**src/hipsm_pkg.sv**
```systemverilog
package hipsm_pkg;

   localparam logic [1:0] CMD_PDU  = 2'd0;
   localparam logic [1:0] CMD_TICK = 2'd1;
   localparam logic [1:0] CMD_POLL = 2'd2;

   localparam logic [2:0] ACT_NONE   = 3'd0;
   localparam logic [2:0] ACT_HDR    = 3'd1;
   localparam logic [2:0] ACT_TP     = 3'd2;
   localparam logic [2:0] ACT_DIRECT = 3'd3;
   localparam logic [2:0] ACT_AUDIT  = 3'd4;

   localparam logic [7:0] MID_INIT      = 8'd0;
   localparam logic [7:0] MID_CLOSE     = 8'd1;
   localparam logic [7:0] MID_KEEPALIVE = 8'd2;
   localparam logic [7:0] MID_TP        = 8'd3;
   localparam logic [7:0] MID_DIRECT    = 8'd4;
   localparam logic [7:0] MID_AUDIT     = 8'd5;

   localparam logic [7:0] MTYPE_REQUEST = 8'd0;
   localparam logic [7:0] MTYPE_PUBLISH = 8'd2;

   localparam logic [7:0] VER_NONE = 8'd0;
   localparam logic [7:0] VER_MAX  = 8'd2;

   localparam logic [7:0] STAT_OK         = 8'd0;
   localparam logic [7:0] STAT_TOO_FEW    = 8'd5;
   localparam logic [7:0] STAT_ADJUSTED   = 8'd8;
   localparam logic [7:0] STAT_VER_UNSUP  = 8'd14;
   localparam logic [7:0] STAT_RESTRICTED = 8'd16;

   localparam logic [1:0] CAUSE_NONE    = 2'd0;
   localparam logic [1:0] CAUSE_NORMAL  = 2'd1;
   localparam logic [1:0] CAUSE_ABORT   = 2'd2;
   localparam logic [1:0] CAUSE_TIMEOUT = 2'd3;

   localparam logic [3:0]  LEN_HDR      = 4'd8;
   localparam logic [3:0]  LEN_INIT     = 4'd13;
   localparam logic [15:0] INIT_MIN_LEN = 16'd13;

   localparam logic [19:0] TO_MAX_MS    = 20'd600000;
   localparam logic [19:0] TO_MIN_MS    = 20'd1000;
   localparam logic [9:0]  TO_DEFAULT_S = 10'd90;
   localparam logic [15:0] IDLE_MAX     = 16'hFFFF;

   // Milliseconds to seconds: floor(x * DIV_K / 2**DIV_SHIFT) equals x / 1000 for x below 2**20.
   localparam int          DIV_SHIFT = 30;
   localparam logic [40:0] DIV_K     = 41'd1073742;

   typedef struct packed {
      logic        active;
      logic [1:0]  version;
      logic [9:0]  timeout_s;
      logic [15:0] idle;
   } entry_type;

   localparam entry_type ENTRY_RESET = '{
      active:    1'b0,
      version:   2'd1,
      timeout_s: TO_DEFAULT_S,
      idle:      16'd0
   };

   typedef struct packed {
      logic      we;
      entry_type entry;
   } upd_type;

   typedef struct packed {
      logic [1:0]  command;
      logic [2:0]  session;
      logic [15:0] received_len;
      logic [7:0]  hdr_version;
      logic [7:0]  hdr_msg_type;
      logic [7:0]  hdr_msg_id;
      logic [15:0] hdr_seq;
      logic [15:0] hdr_length;
      logic [31:0] requested_timeout_ms;
   } req_type;

   typedef struct packed {
      logic [2:0]  action;
      logic        may_send;
      logic [1:0]  resp_version;
      logic [2:0]  resp_msg_id;
      logic [7:0]  resp_status;
      logic [15:0] resp_seq;
      logic [3:0]  resp_length;
      logic [19:0] granted_timeout_ms;
      logic [1:0]  close_cause;
   } rsp_type;

endpackage

```
**src/hipsm_in_stage.sv**
```systemverilog
module hipsm_in_stage import hipsm_pkg::*; (
   input  logic    clock,
   input  logic    reset,
   input  logic    in_valid,
   output logic    in_ready,
   input  req_type in_data,
   input  logic    advance,
   output logic    held_valid,
   output req_type held_data
);

   logic    valid_ff;
   logic    valid_in;
   req_type data_ff;

   assign in_ready   = !valid_ff || advance;
   assign held_valid = valid_ff;
   assign held_data  = data_ff;

   always_comb begin
      valid_in = valid_ff;
      if (in_valid && in_ready) begin
         valid_in = 1'b1;
      end else if (advance) begin
         valid_in = 1'b0;
      end
   end

   always_ff @(posedge clock) begin
      if (reset) begin
         valid_ff <= 1'b0;
      end else begin
         valid_ff <= valid_in;
      end
      if (in_valid && in_ready) begin
         data_ff <= in_data;
      end
   end

endmodule

```
**src/hipsm_table.sv**
```systemverilog
module hipsm_table import hipsm_pkg::*; #(
   parameter int NUM_SESSIONS = 8,
   parameter int IDX_W = 3
) (
   input  logic             clock,
   input  logic             reset,
   input  logic             tick,
   input  upd_type          upd,
   input  logic [IDX_W-1:0] idx,
   output entry_type        rd_entry
);

   entry_type table_ff [NUM_SESSIONS];
   entry_type table_in [NUM_SESSIONS];

   assign rd_entry = table_ff[idx];

   always_comb begin
      for (int i = 0; i < NUM_SESSIONS; i++) begin
         table_in[i] = table_ff[i];
         if (tick && table_ff[i].active && table_ff[i].idle != IDLE_MAX) begin
            table_in[i].idle = table_ff[i].idle + 16'd1;
         end
         if (upd.we && idx == IDX_W'(i)) begin
            table_in[i] = upd.entry;
         end
      end
   end

   always_ff @(posedge clock) begin
      for (int i = 0; i < NUM_SESSIONS; i++) begin
         if (reset) begin
            table_ff[i] <= ENTRY_RESET;
         end else begin
            table_ff[i] <= table_in[i];
         end
      end
   end

endmodule

```
**src/hipsm_eval.sv**
```systemverilog
module hipsm_eval import hipsm_pkg::*; #(
   parameter int NUM_SESSIONS = 8
) (
   input  logic      fire,
   input  req_type   req,
   input  entry_type cur,
   output logic      tick,
   output upd_type   upd,
   output rsp_type   rsp
);

   logic        in_range;
   logic [1:0]  rver;
   logic [7:0]  status;
   logic [19:0] to_ms;
   logic        to_adj;
   logic [40:0] prod;
   logic [9:0]  to_s;
   entry_type   nxt;

   assign in_range = {29'd0, req.session} < 32'(NUM_SESSIONS);
   assign tick     = fire && req.command == CMD_TICK;

   always_comb begin
      to_adj = 1'b1;
      if (req.requested_timeout_ms > 32'(TO_MAX_MS)) begin
         to_ms = TO_MAX_MS;
      end else if (req.requested_timeout_ms < 32'(TO_MIN_MS)) begin
         to_ms = TO_MIN_MS;
      end else begin
         to_ms  = req.requested_timeout_ms[19:0];
         to_adj = 1'b0;
      end
      prod = 41'(to_ms) * DIV_K;
      to_s = prod[DIV_SHIFT +: 10];
   end

   always_comb begin
      rsp    = '0;
      upd.we = 1'b0;
      nxt    = cur;
      rver   = (req.hdr_version > VER_MAX) ? VER_MAX[1:0] : req.hdr_version[1:0];
      status = (req.hdr_version > VER_MAX) ? STAT_VER_UNSUP : STAT_OK;
      case (req.command)
         CMD_PDU: begin
            if (in_range && req.received_len != 16'd0) begin
               if (req.received_len != req.hdr_length) begin
                  upd.we          = 1'b1;
                  nxt             = ENTRY_RESET;
                  rsp.close_cause = cur.active ? CAUSE_ABORT : CAUSE_NONE;
               end else if (req.hdr_version == VER_NONE) begin
                  upd.we = 1'b0;
               end else if (cur.active && rver != cur.version) begin
                  upd.we = 1'b0;
               end else if (req.hdr_msg_type != MTYPE_REQUEST
                            && req.hdr_msg_type != MTYPE_PUBLISH
                            && req.hdr_msg_id == MID_INIT) begin
                  upd.we          = 1'b1;
                  nxt             = ENTRY_RESET;
                  rsp.close_cause = cur.active ? CAUSE_ABORT : CAUSE_NONE;
               end else if (req.hdr_msg_type == MTYPE_PUBLISH) begin
                  upd.we = 1'b0;
               end else if (req.hdr_msg_id > MID_AUDIT) begin
                  upd.we          = 1'b1;
                  nxt             = ENTRY_RESET;
                  rsp.close_cause = cur.active ? CAUSE_ABORT : CAUSE_NONE;
               end else begin
                  rsp.action      = ACT_HDR;
                  rsp.resp_length = LEN_HDR;
                  case (req.hdr_msg_id)
                     MID_INIT: begin
                        if (req.received_len < INIT_MIN_LEN) begin
                           status = STAT_TOO_FEW;
                        end else if (cur.active) begin
                           status = STAT_RESTRICTED;
                        end else begin
                           if (to_adj) begin
                              status = STAT_ADJUSTED;
                           end
                           upd.we                 = 1'b1;
                           nxt.active             = 1'b1;
                           nxt.version            = rver;
                           nxt.timeout_s          = to_s;
                           nxt.idle               = 16'd0;
                           rsp.granted_timeout_ms = to_ms;
                           rsp.resp_length        = LEN_INIT;
                        end
                     end
                     MID_CLOSE: begin
                        upd.we          = 1'b1;
                        nxt             = ENTRY_RESET;
                        rsp.close_cause = cur.active ? CAUSE_NORMAL : CAUSE_NONE;
                     end
                     MID_KEEPALIVE: begin
                        upd.we = 1'b0;
                     end
                     MID_TP, MID_DIRECT: begin
                        if (!cur.active) begin
                           status = STAT_RESTRICTED;
                        end else begin
                           rsp.action      = (req.hdr_msg_id == MID_TP) ? ACT_TP : ACT_DIRECT;
                           rsp.resp_length = 4'd0;
                        end
                     end
                     default: begin
                        rsp.action      = ACT_AUDIT;
                        rsp.resp_length = 4'd0;
                     end
                  endcase
                  rsp.resp_version = rver;
                  rsp.resp_msg_id  = req.hdr_msg_id[2:0];
                  rsp.resp_status  = status;
                  rsp.resp_seq     = req.hdr_seq;
                  rsp.may_send     = nxt.active || req.hdr_msg_id == MID_CLOSE;
                  if (nxt.active) begin
                     upd.we   = 1'b1;
                     nxt.idle = 16'd0;
                  end
               end
            end
         end
         CMD_POLL: begin
            if (in_range && cur.active && cur.idle > {6'd0, cur.timeout_s}) begin
               upd.we          = 1'b1;
               nxt             = ENTRY_RESET;
               rsp.close_cause = CAUSE_TIMEOUT;
            end
         end
         default: begin
            upd.we = 1'b0;
         end
      endcase
      upd.entry = nxt;
      upd.we    = upd.we && fire;
   end

endmodule

```
**src/hipsm_out_stage.sv**
```systemverilog
module hipsm_out_stage import hipsm_pkg::*; (
   input  logic    clock,
   input  logic    reset,
   input  logic    load,
   input  rsp_type load_data,
   output logic    can_load,
   output logic    out_valid,
   input  logic    out_ready,
   output rsp_type out_data
);

   logic    valid_ff;
   logic    valid_in;
   rsp_type data_ff;

   assign can_load  = !valid_ff || out_ready;
   assign out_valid = valid_ff;
   assign out_data  = data_ff;

   always_comb begin
      valid_in = valid_ff;
      if (load) begin
         valid_in = 1'b1;
      end else if (out_ready) begin
         valid_in = 1'b0;
      end
   end

   always_ff @(posedge clock) begin
      if (reset) begin
         valid_ff <= 1'b0;
      end else begin
         valid_ff <= valid_in;
      end
      if (load) begin
         data_ff <= load_data;
      end
   end

endmodule

```
**src/hart_ip_session_manager.sv**
```systemverilog
// Accepted transactions are held in the input register; results go to the output register.
// Throughput: one transaction per cycle unless stalled; table read and update share a cycle.
// Back-pressure on the result side stalls the input register once both stages are full.
// Reset is synchronous and active high; it empties both stages and returns every
// session entry to inactive, version 1, 90 s timeout, idle count zero.
module hart_ip_session_manager import hipsm_pkg::*; #(
   parameter int NUM_SESSIONS = 8
) (
   input  logic         clock,
   input  logic         reset,
   input  logic         req_tvalid,
   output logic         req_tready,
   // session, received_len, hdr_version, hdr_msg_type, hdr_msg_id, hdr_seq, hdr_length,
   // requested_timeout_ms, zero fill.
   input  logic [111:0] req_tdata,
   // command.
   input  logic [1:0]   req_tuser,
   output logic         rsp_tvalid,
   input  logic         rsp_tready,
   // may_send, resp_version, resp_msg_id, resp_status, resp_seq, resp_length,
   // granted_timeout_ms, close_cause.
   output logic [55:0]  rsp_tdata,
   // action.
   output logic [2:0]   rsp_tuser
);

   localparam int IDX_W = (NUM_SESSIONS > 1) ? $clog2(NUM_SESSIONS) : 1;

   req_type    req_in;
   req_type    req_held;
   logic       held_valid;
   logic       advance;
   logic       fire;
   logic       tick;
   upd_type    upd;
   entry_type  cur;
   rsp_type    rsp_new;
   rsp_type    rsp_out;

   assign req_in.command              = req_tuser;
   assign req_in.session              = req_tdata[2:0];
   assign req_in.received_len         = req_tdata[18:3];
   assign req_in.hdr_version          = req_tdata[26:19];
   assign req_in.hdr_msg_type         = req_tdata[34:27];
   assign req_in.hdr_msg_id           = req_tdata[42:35];
   assign req_in.hdr_seq              = req_tdata[58:43];
   assign req_in.hdr_length           = req_tdata[74:59];
   assign req_in.requested_timeout_ms = req_tdata[106:75];

   assign fire = held_valid && advance;

   hipsm_in_stage u_in_stage (
      .clock      (clock),
      .reset      (reset),
      .in_valid   (req_tvalid),
      .in_ready   (req_tready),
      .in_data    (req_in),
      .advance    (advance),
      .held_valid (held_valid),
      .held_data  (req_held)
   );

   hipsm_table #(
      .NUM_SESSIONS (NUM_SESSIONS),
      .IDX_W        (IDX_W)
   ) u_table (
      .clock    (clock),
      .reset    (reset),
      .tick     (tick),
      .upd      (upd),
      .idx      (IDX_W'(req_held.session)),
      .rd_entry (cur)
   );

   hipsm_eval #(
      .NUM_SESSIONS (NUM_SESSIONS)
   ) u_eval (
      .fire (fire),
      .req  (req_held),
      .cur  (cur),
      .tick (tick),
      .upd  (upd),
      .rsp  (rsp_new)
   );

   hipsm_out_stage u_out_stage (
      .clock     (clock),
      .reset     (reset),
      .load      (fire),
      .load_data (rsp_new),
      .can_load  (advance),
      .out_valid (rsp_tvalid),
      .out_ready (rsp_tready),
      .out_data  (rsp_out)
   );

   assign rsp_tuser = rsp_out.action;
   assign rsp_tdata = {rsp_out.close_cause, rsp_out.granted_timeout_ms, rsp_out.resp_length,
                       rsp_out.resp_seq, rsp_out.resp_status, rsp_out.resp_msg_id,
                       rsp_out.resp_version, rsp_out.may_send};

endmodule

```
**config.mk**
```make
export PLATFORM = sky130hd
export DESIGN_NAME = hart_ip_session_manager
export DESIGN_NICKNAME = d
export VERILOG_FILES = /design/src/hipsm_pkg.sv /design/src/hipsm_in_stage.sv /design/src/hipsm_table.sv /design/src/hipsm_eval.sv /design/src/hipsm_out_stage.sv /design/src/hart_ip_session_manager.sv
export SDC_FILE = /design/constraint.sdc
export NUM_CORES = 1
export LEC_CHECK = 0
export BUFFER_PORTS_ARGS = -buffer_cell sky130_fd_sc_hd__buf_4
export CORE_ASPECT_RATIO = 1.75
export CORE_UTILIZATION = 40
export CTS_CLUSTER_DIAMETER = 60
export CTS_CLUSTER_SIZE = 10
export DETAILED_ROUTE_END_ITERATION = 8
export SETUP_SLACK_MARGIN = 0.5
export SYNTH_ARGS = -nofsm -noshare
export SYNTH_HDL_FRONTEND = slang
export SYNTH_SLANG_ARGS = --single-unit
```
**constraint.sdc**
```tcl
create_clock -name clock -period 10 [get_ports clock]
set_input_delay 0.5 -clock clock [delete_from_list [all_inputs] [get_ports clock]]
set_output_delay 0.5 -clock clock [all_outputs]
set_load 0.01 [all_outputs]
```
==> Word-level counts from Yosys, hierarchy flattened <==
Memory sizes are Yosys's and may differ from the RTL's. A register that Yosys moved wholly into a read port is not among the register bits.
Cells that the tools add are included.
{ "word_totals": {"register_bits": 170, "latchBits": 0, "mem_bits_rw": 232, "mem_bits_ro": 0, "wordCells": 230, "mem_count": 1} }
{ "op_classes": {"addsub": 8, "multipliers": 1, "div_mod_pow": 0, "n_lt_le_gt_ge": 6, "eq_ne": 25, "n_shift": 0, "mux": 108, "n_bitwise": 11, "reduce_logical": 50} }
{ "mem_list": {"columns": ["name", "depth", "width", "read_ports", "rd_clocked_by_memory_dff", "write_ports", "line", "rtl"], "rows": [
  ["u_table.table_ff", 8, 29, 9, 1, 8, "hipsm_table.sv:13", "entry_type table_ff [NUM_SESSIONS];"]
]} }
{ "op_table": {"columns": ["operator", "count"], "rows": [
  ["$mux W29", 33],
  ["$mux W24", 10],
  ["$mux W59", 3],
  ["$mux W16", 9],
  ["$add A16 B1 Y16 const B", 8],
  ["$ne A16 B16 Y1 const B", 8],
  ["$pmux W29 S2", 2],
  ["$mux W57", 2],
  ["$mux W20", 3],
  ["$mul A20 B20 Y39 const B", 1],
  ["$gt A32 B20 Y1 const B", 1],
  ["$logic_and A1 B1 Y1", 32],
  ["$lt A32 B10 Y1 const B", 1],
  ["$mux W8", 4],
  ["$mux W28", 1],
  ["$eq A8 B2 Y1 const B", 3],
  ["$mux W23", 1],
  ["$mux W1", 22],
  ["$gt A16 B10 Y1", 1],
  ["$logic_not A8 Y1", 2],
  ["$lt A16 B4 Y1 const B", 1],
  ["$mux W2", 8],
  ["$ne A16 B16 Y1", 1],
  ["$pmux W8 S2", 1],
  ["other kinds (30)", 51]
]} }

==> Depth between registers and ports, before layout <==
{ "logic_depth": {"ltp_word": 28, "mapped_depth": 31, "mapped_depth_nobuf": 28} }

==> Cells and area by module <==
From an unflattened synthesis, not the netlist that was laid out.
{ "hier_totals": {"hier_cells": 2620, "hier_area_um2": 25572.0} }
{ "by_module_without_submodules": {"columns": ["module", "n_inst", "cells_each", "area_each_um2", "seq_area_each_um2"], "rows": [
  ["hipsm_table", 1, 1515, 12884.9, 4644.5],
  ["hipsm_eval", 1, 927, 7534.7, 0.0],
  ["hipsm_in_stage", 1, 114, 3328.2, 3293.2],
  ["hipsm_out_stage", 1, 63, 1818.0, 1791.7],
  ["hart_ip_session_manager", 1, 1, 6.3, 0.0]
]} }

==> Least setup slack after synthesis <==
Ideal clock, no wire load.
{ "synth_timing": {"path_type": "register to register", "start": "register u_in_stage.data_ff, in the netlist u_in_stage.held_data[3]", "end": "memory u_table.table_ff[0][20] in the netlist's numbering", "setup_ps": 120, "arrival_ps": 7800, "required_time_ps": 9880, "setup_slack_ps": 2081, "path_stages_with_launch": 31, "path_cell_list": "edfxtp_1 or4_1 o311a_1 o31a_1 o31ai_1 a21boi_0 nor3_1 clkbuf_1 clkbuf_1 and2_1 ha_1 ha_1 inv_1 fa_1 fa_1 inv_1 fa_1 inv_1 fa_1 inv_1 fa_1 ha_1 nand4_1 nor2_1 o2111ai_1 a2111oi_0 a21oi_1 mux2i_1 nor4_1 o22ai_1 o31a_1"} }
{ "synth_lines": {"columns": ["item", "line", "rtl"], "rows": [
  ["from (decl)", "hipsm_in_stage.sv:14", "req_type data_ff;"],
  ["from (signal assigned)", "hipsm_in_stage.sv:36", "data_ff <= in_data;"],
  ["to (decl)", "hipsm_table.sv:13", null]
]} }

==> results by group <==
Setup path
  – Crit path capture: u_table.table_ff[3][24]
  – Reg2Reg Setup Slack: between 0.9 and 1 ns
  – Worst Path Required: 10.40 ns
  – Reg2reg path depth: 29
  – CP Capture Type: flop
  – RR Endpoint: u_table.table_ff[3][24]
  – Worst setup path class: flop to flop
  – Cell mode on critical path: fa_1
  – Worst path slowest cell: a31oi_1
  – Worst Path Arrival: between 9 and 10 ns
  – Setup crit start: u_in_stage.held_data[4]
  – CP peak stage delay: between 0.6 and 0.7 ns
  – Critical R2R Launch: u_in_stage.held_data[4]
  – Critical path launch point type: flop
  – CP Max Fanout: 21

Floorplan
  – Die area: slightly above 60000 sq um
  – Starting density of the core: between 40% and 50%
  – # IOs: 179
  – Die height: 328.6 microns
  – # rows: 119
  – Core area: 60150 sq um
  – Die span in x: about 190 microns

Pwr
  – Overall power: ~3500 uW
  – Maximum vdd drop: 0.1314 mV
  – Leak: ~0.011 uW
  – PwrDens: 125.2 nW/um^2

Detailed routing
  – Top sig layer: met4
  – DR vias: 19.32k
  – Starting DRT DRC Count: 1019
  – DRC: 0
  – Number of routed nets with antenna violations: 0
  – DRT Pass-1 Iters: 7
  – Met1 WL: 24940 microns
  – Wire length per cell: between 20 and 25 microns
  – Final WL: 70850 microns
  – Met3 wire length: between 2000 and 3000 microns
  – Routed met2 length: ~38000 microns
  – Routed vias/inst: approximately 5.7

Global routing
  – Initial antenna violation count: 1
  – Number of global-route vias before repair: approximately 20k
  – Global route total overflow: 0
  – Global-route wire length before repair: between 100000 and 150000 microns
  – Pin count of the biggest net entering global routing: just over 100
  – Global router's overall resource usage: around 23%

Final layout
  – Area of the multi-input gates: between 10000 and 15000 sq um
  – Layout area overhead: 13.49%
  – Number of fill cells: 5649
  – Layout cells sized above 1: ~14%
  – Final net count: 2949
  – Register Area: between 9000 and 10000 sq um

Logic synthesis
  – Sequential-to-total area share from yosys stat: 39.53%
  – Synthesized area: ~24000 sq um
  – Post-synth ARST share: 0%
  – Yosys warns: 0
  – Post-synth EDFFs: approximately 160
  – Yosys reg bits: 400
  – Synth Flop Type: dfxtp_1
  – Synthesized instance count: approximately 2.4k
  – Distinct cells, synth: 89
  – Synth Area per Inst: roughly 10 sq um

Clock tree
  – CTS buffer count: 46
  – Number of setup buffers added after CTS: 0
  – Worst-path clk slew: 0.06 ns
  – H-tree depth: 2
  – CTS tree: built
  – Cts repair resizes: 0
  – Clk sink count: 400
  – Worst-Skew Late Latency: 0.60 ns
  – Clock buffer depth: 3
  – Clock root buffer master: clkbuf_16
  – Hold buffers post-CTS: 0

Status
  – Status: finished, final reports clean

Timing
  – Final Setup Violations: 0
  – Crit share post-route: 90.02%
  – Fmax achieved: 111.1 MHz
  – Worst Tran Pin Value: between 1 and 1.5 ns
  – Clock skew: ~0.047 ns
  – Slew Viols, Final: 0
  – Setup_tns: 0 ns
  – RSZ-0062 raised after global routing: false
  – Hold Fails Final Rpt: 0
  – Tmin final: around 9.0 ns
  – Worst slew margin: approximately a fifth

Run
  – Max Cap Viol: 0

Placement
  – Port Buffer Count: ~170
  – Detailed Place HPWL: approximately 55000 microns
  – RePlAce Congestion: approximately 0.96

Min path
  – Hold Crit Class: input port to flop
[power breakdown]
group          internal [uW]  switching [uW]  leakage [uW]
logic                   81.2             110       0.00665
registers               1740            25.9       0.00345
clock network            841             663      0.000611
total                   2660             799        0.0107
[synth_stat cells, types with 61 or more instances]
master	count	area, sq um
dfxtp_1	237	4745
inv_1	195	732.0
ha_1	187	2340
nor2_1	186	698.2
a21oi_1	185	925.9
nand2_1	181	679.4
edfxtp_1	163	4895
o21ai_0	103	515.5
fa_1	85	1702
clkbuf_1	67	251.5
a311oi_1	64	560.5
and3_1	61	381.6
[worst min-delay path by stage]
stage,slack [ns],cells after the start,start,end
after floorplan,0.42,2,u_table.table_ff[3][26],u_table.table_ff[3][26]
after global placement,0.43,2,u_table.table_ff[1][25],u_table.table_ff[1][25]
after detailed placement,0.43,2,u_table.table_ff[3][26],u_table.table_ff[3][26]
after CTS,0.05,1,req_tdata[90],u_in_stage.held_data[15]
after global routing,0.06,1,req_tdata[39],u_in_stage.held_data[68]
final,0.09,1,req_tdata[26],u_in_stage.held_data[87]
[area by class of cell]
type                            instances  share of cell area [%]
Inverter                              197                   2.681
Timing Repair Buffer                  199                   5.412
Antenna cell                            1                0.009042
Clock buffer                           63                   4.390
Tap cell                              786                   3.554
Multi-Input combinational cell       1715                   48.89
Sequential cell                       400                   34.84
Clock inverter                          5                  0.2170
[worst max-delay path, delay by kind of cell (launching register included)]
family / cells / cell delay [ns]
AO/OA/AOI/OAI: 9 / 2.44
adder cells (fa/ha/maj): 8 / 3.36
buffers and inverters: 5 / 0.52
flip-flops: 1 / 0.43
multiplexers: 1 / 0.15
AND/OR/NAND/NOR: 6 / 1.89
[layer usage]
layer | vias up | GRT usage (%)
met5 | - | 0
met4 | 0 | 14.76
met3 | 220 | 2.849
met2 | 548 | 43.36
met1 | 9414 | 23.15
li1 | 9136 | -
[stage by stage]
step	utilization, %	cells	hold WS (ns)	setup WS, ns	area (sq um)
global placement	43.88	3297	0.4312	1.115	26390
detailed placement	43.88	3297	0.4341	1.085	26390
floorplan	-	2424	0.4181	2.081	24400
CTS	46.00	3365	0.05244	0.9867	27670
finish	46.01	3366	0.08532	0.9980	27670
global route	46.01	3366	0.05835	0.5789	27670
[flip-flops by register name, indices dropped and copies added (netlist names), named ones only]
signal / count
u_out_stage.out_valid: 1
u_table.table_ff: 232
u_in_stage.held_valid: 1
u_in_stage.held_data: 109
u_out_stage.out_data: 54
[cells by family after synthesis]
family,share of synthesized area [%]
AO/OA/AOI/OAI,17.15
flip-flops,39.53
other,0.01538
multiplexers,5.562
buffers and inverters,5.111
AND/OR/NAND/NOR,14.80
adder cells (fa/ha/maj),16.57
XOR/XNOR,1.257
[placed cells by master, fill, tap and decap left out, drive strengths merged, types with 54 or more instances in the layout]
cell type	synthesis	routed
ha	187	187
nand3	60	60
nand2	185	185
o21ai	111	111
inv	196	198
nor2	186	186
and3	61	61
a311oi	72	72
fa	85	85
edfxtp	163	163
buf	45	199
dfxtp	237	237
a21oi	185	185
clkbuf	67	63
nor3	54	54
(Power assumes the default switching activity.)
